File: config.mk
export PLATFORM = sky130hd
export DESIGN_NAME = dpic_mul
export DESIGN_NICKNAME = d
export VERILOG_FILES = /design/src/hw/rtl/dpic_pkg.sv /design/src/hw/rtl/dpic_mul.sv
export SDC_FILE = /design/constraint.sdc
export NUM_CORES = 2
export LEC_CHECK = 0
export ABC_AREA = 1
export BUFFER_PORTS_ARGS = -buffer_cell sky130_fd_sc_hd__buf_2
export CAP_MARGIN = 15
export CORE_UTILIZATION = 38
export CTS_CLUSTER_DIAMETER = 150
export DETAILED_ROUTE_END_ITERATION = 12
export PLACE_DENSITY = 0.61
export SYNTH_ARGS = -nofsm -noshare
export SYNTH_HDL_FRONTEND = slang
export SYNTH_SLANG_ARGS = --single-unit
export TNS_END_PERCENT = 1
File: constraint.sdc
create_clock -name i_clk -period 7.2 [get_ports i_clk]
set_input_delay 1.44 -clock i_clk [delete_from_list [all_inputs] [get_ports i_clk]]
set_output_delay 1.44 -clock i_clk [all_outputs]
set_load 0.005 [all_outputs]
File: src/hw/rtl/dpic_pkg.sv
// Shared constants of the Dalitz region test: default widths, limb size, register codes.
// No dependencies.
`default_nettype none

package dpic_pkg;

    localparam int MASS_BITS_DEF = 24;
    localparam int LIMB_W        = 32;
    localparam int CFG_IDX_W     = 2;

    localparam logic [CFG_IDX_W-1:0] REG_MOTHER = 2'd0;
    localparam logic [CFG_IDX_W-1:0] REG_DAU_1  = 2'd1;
    localparam logic [CFG_IDX_W-1:0] REG_DAU_2  = 2'd2;
    localparam logic [CFG_IDX_W-1:0] REG_DAU_3  = 2'd3;

endpackage

`default_nettype wire

File: src/hw/rtl/dpic_mul.sv
// Pipelined signed multiplier built from limb partial products and a registered adder tree.
// Depends on dpic_pkg (limb width).
`default_nettype none

module dpic_mul #(
    parameter int A_W    = 32,
    parameter int B_W    = 32,
    parameter int SIDE_W = 1
) (
    input  wire logic                    i_clk,
    input  wire logic                    i_rst_n,
    input  wire logic                    i_en,
    input  wire logic signed [A_W-1:0]   i_a,
    input  wire logic signed [B_W-1:0]   i_b,
    input  wire logic [SIDE_W-1:0]       i_side,
    output logic signed [A_W+B_W-1:0]    o_prod,
    output logic [SIDE_W-1:0]            o_side
);

    localparam int LW  = dpic_pkg::LIMB_W;
    localparam int P_W = A_W + B_W;
    localparam int NA  = (A_W + LW - 1) / LW;
    localparam int NB  = (B_W + LW - 1) / LW;
    localparam int NP  = NA * NB;
    localparam int LV  = $clog2(NP);
    localparam int EAW = NA * LW;
    localparam int EBW = NB * LW;

    logic [A_W-1:0]    r_ma;
    logic [B_W-1:0]    r_mb;
    logic              r_sg0;
    logic [SIDE_W-1:0] r_sd0;
    logic [EAW-1:0]    w_ea;
    logic [EBW-1:0]    w_eb;

    logic [P_W-1:0]    r_t   [LV+1][NP];
    logic              r_sgt [LV+1];
    logic [SIDE_W-1:0] r_st  [LV+1];

    logic signed [P_W-1:0] r_p;
    logic [SIDE_W-1:0]     r_sf;

    always_ff @(posedge i_clk) begin
        if (i_en) begin
            r_ma  <= i_a[A_W-1] ? A_W'(-i_a) : A_W'(i_a);
            r_mb  <= i_b[B_W-1] ? B_W'(-i_b) : B_W'(i_b);
            r_sg0 <= i_a[A_W-1] ^ i_b[B_W-1];
        end
    end

    always_ff @(posedge i_clk) begin
        if (!i_rst_n) begin
            r_sd0 <= '0;
        end else if (i_en) begin
            r_sd0 <= i_side;
        end
    end

    assign w_ea = EAW'(r_ma);
    assign w_eb = EBW'(r_mb);

    for (genvar gi = 0; gi < NA; gi++) begin : g_row
        for (genvar gj = 0; gj < NB; gj++) begin : g_col
            logic [2*LW-1:0] w_pp;
            assign w_pp = w_ea[gi*LW +: LW] * w_eb[gj*LW +: LW];
            always_ff @(posedge i_clk) begin
                if (i_en) begin
                    r_t[0][gi*NB+gj] <= P_W'(w_pp) << (LW * (gi + gj));
                end
            end
        end
    end

    always_ff @(posedge i_clk) begin
        if (i_en) begin
            r_sgt[0] <= r_sg0;
        end
    end

    always_ff @(posedge i_clk) begin
        if (!i_rst_n) begin
            r_st[0] <= '0;
        end else if (i_en) begin
            r_st[0] <= r_sd0;
        end
    end

    for (genvar gl = 0; gl < LV; gl++) begin : g_lvl
        localparam int CL = (NP + (1 << gl) - 1) >> gl;
        for (genvar gk = 0; gk < (CL + 1) / 2; gk++) begin : g_node
            if (2 * gk + 1 < CL) begin : g_add
                always_ff @(posedge i_clk) begin
                    if (i_en) begin
                        r_t[gl+1][gk] <= r_t[gl][2*gk] + r_t[gl][2*gk+1];
                    end
                end
            end else begin : g_pass
                always_ff @(posedge i_clk) begin
                    if (i_en) begin
                        r_t[gl+1][gk] <= r_t[gl][2*gk];
                    end
                end
            end
        end

        always_ff @(posedge i_clk) begin
            if (i_en) begin
                r_sgt[gl+1] <= r_sgt[gl];
            end
        end

        always_ff @(posedge i_clk) begin
            if (!i_rst_n) begin
                r_st[gl+1] <= '0;
            end else if (i_en) begin
                r_st[gl+1] <= r_st[gl];
            end
        end
    end

    always_ff @(posedge i_clk) begin
        if (i_en) begin
            r_p <= r_sgt[LV] ? P_W'(-r_t[LV][0]) : r_t[LV][0];
        end
    end

    always_ff @(posedge i_clk) begin
        if (!i_rst_n) begin
            r_sf <= '0;
        end else if (i_en) begin
            r_sf <= r_st[LV];
        end
    end

    assign o_prod = r_p;
    assign o_side = r_sf;

endmodule

`default_nettype wire

==> flow_metrics.tcl <==
set metrics [dict create \
    worst_path_largest_cell_delay_ps 800 \
    synth_flop_cell "edfxtp_1" \
    clock_sinks 197 \
    layout_common_cells "inv_1 (1,862), nand2_1 (1,817), fa_1 (896)" \
    fillCellCount 12300 \
    drt-total-wl_um 133000 \
    stdcell_count 7773 \
    dpl.cell_count 7712 \
    grt_pass1_vias 38000 \
    synth-async-reset-ratio_pct 0 \
    core_mm2 0.120 \
    fmax_mhz 143 \
    synth_edf_count 195 \
    io_pins 133 \
    cts_root_buffer "clkbuf_16" \
    row_count 127 \
    critPathSlowestCell "edfxtp_1" \
    post-route-period-util_pct 97.1 \
    maxCapViolations 0 \
    io_buffers 132 \
    nets 7379 \
    finalHoldViolCount 0 \
    grt_pass1_wl_um 211000 \
    crit_required_ps 7500 \
    clkTransAtPathRegs_ps 110 \
    post_drt_wl_per_cell_um 17.1 \
    period_minus_slack_ps 6990 \
    status "completed" \
    die_height_um 349 \
    h-tree-depth 4 \
    syn_to_final_growth_pct 10.1 \
    finClkSkew_ps 35.6 \
    startpoint_type "flip-flop" \
    ctsLongestPathBuffers 2 \
    place_congestion 0.932 \
    ys_warn_count 0 \
    post-route-drc-count 0 \
    synthCells 5978 \
    whs_ps 470 \
    initial_core_util_pct 38.3 \
    clk_latency_ps 540 \
    ant_nets 0 \
    timing_worst_setup_path_type "reg -> reg" \
    drive_gt1_share_pct 7.09 \
    crit_fanout 12 \
    fin_ws_ps 212 \
    vias 36500 \
    grt.overflow.total 0 \
    drt-vias-per-instance 4.70 \
    maxSlewViolCount 0 \
    dr.pass1.iters 6 \
    finalSetupViolations 0 \
    dieWidth_um 349 \
    cts_buffers 17 \
    ys_seq_elements 197 \
    syn-num-nets 7208 \
    die_area_mm2 0.122 \
    timing.slew.headroom_pct 39.7 \
    fin_tns_setup_ps 0 \
    antenna_found_initial 1 \
    worstMarginPinSlew_ps 904 \
    grt_max_degree 98 \
    synth_cell_types 38 \
    hpwl_um 110000 \
    crit_arrival_ps 7280 \
    dp_worst_setup_slack_ps -32.0 \
    final_common_cell "inv_1" \
    endpoint_kind "flip-flop" \
    hold_path.class "reg -> reg" \
    crit_path_cell_trace "buf_4 -> buf_4 -> nand2_1 -> fa_1 -> fa_1 -> fa_1 -> inv_1 -> fa_1 -> ha_1 -> ha_1 -> inv_1 -> fa_1 -> inv_1 -> fa_1 -> ha_1 -> nand2_1 -> nor2_1 -> nand3_1 -> nand3b_1 -> nand2_1 -> nand2_1 -> buf_4 -> xor2_1" \
    critPathMostFrequentCell "fa_1" \
    drt_iter0_markers 2403 \
    track_usage_pct 22.4 \
    ys_seq_area_share_pct 12.9 \
    antenna_cells 0 \
    cts_tree "yes" \
    netlist_area_mm2 0.0458 \
    avgSynthCellArea_um2 7.67 \
]
[flip-flops by register name (all words and copies together), names as in the netlist]
name / count
o_prod: 64
r_ma: 32
r_mb: 32
o_side: 1
r_t: 64
r_sd0: 1
r_st: 1
r_sgt: 1
r_sg0: 1
[path summary, 6_finish.rpt]
path	cells past startpoint	slack, ps	end	from
setup / recovery	23	210	r_t[0][20]	r_ma[3]
hold / removal	2	470	o_side	o_side
setup reg to reg	23	210	r_t[0][20]	r_ma[3]
hold reg to reg	2	470	o_side	o_side
[stage by stage]
stage               util, %  area, um2
detailed placement     41.4      49600
global placement       41.4      49600
floorplan                 -      45800
CTS                    41.9      50200
global route           42.1      50500
finish                 42.1      50500
[critical path: cells and delay by family, from the launching register on]
| kind | cells | cell delay, ps |
|---|---|---|
| xor gates and xnor gates | 1 | 300 |
| and+or+nand+nor | 7 | 1150 |
| adders and majority gates | 9 | 3670 |
| buffers and inverters | 6 | 810 |
| DFF | 1 | 800 |
[area by class of cell]
cell class	count	area, um2	area share [%]
Tap cell	1612	2020	4.00
Inverter	1869	7020	13.9
Sequential cell	197	5900	11.7
Timing Repair Buffer	358	2760	5.47
Clock inverter	14	160	0.317
Clock buffer	17	425	0.843
Multi-Input combinational cell	3706	32200	63.8
[repair_timing]
item                                    CTS  global route
hold endpoints to repair                  0             0
buffers inserted                          6            25
hold buffers                              0             0
gates resized for setup                   0            19
endpoints found under the setup margin    4            19
[cells in the mapped netlist, drive strengths merged (5+ instances only)]
master | instances | area share, %
inv | 1868 | 15
nand2 | 1824 | 15
fa | 896 | 39
ha | 266 | 7.3
nor2 | 260 | 2.2
clkbuf | 199 | 1.6
edfxtp | 195 | 13
nand3 | 115 | 1.3
xor2 | 115 | 2.2
a21oi | 55 | 0.63
nand4 | 52 | 0.71
o21ai | 37 | 0.44
nor3 | 30 | 0.42
xnor2 | 20 | 0.38
o21bai | 11 | 0.18
buf | 7 | 0.068
nand3b | 7 | 0.11
nor4 | 5 | 0.068
or2 | 5 | 0.068
[per-layer routing]
metal	global-route usage, %	part of all wire, %	routed length (um)
met4	6.43	3.1	4160
met3	2.97	6.2	8250
met2	38.1	48	63800
met1	29.8	43	56600
met5	0	0	0
[kinds of logic after synthesis]
family | Yosys count | synth area share [%]
AOI/OAI and AO/OA | 108 | 1.32
buffers and inverters | 2075 | 17.0
and+or+nand+nor | 2301 | 19.8
xor gates and xnor gates | 135 | 2.58
adders and majority gates | 1162 | 46.4
DFF | 197 | 12.9
Power is left out: the tool's default activity adds up to more than one toggle a clock period on the data nets, which glitch-free logic cannot reach.
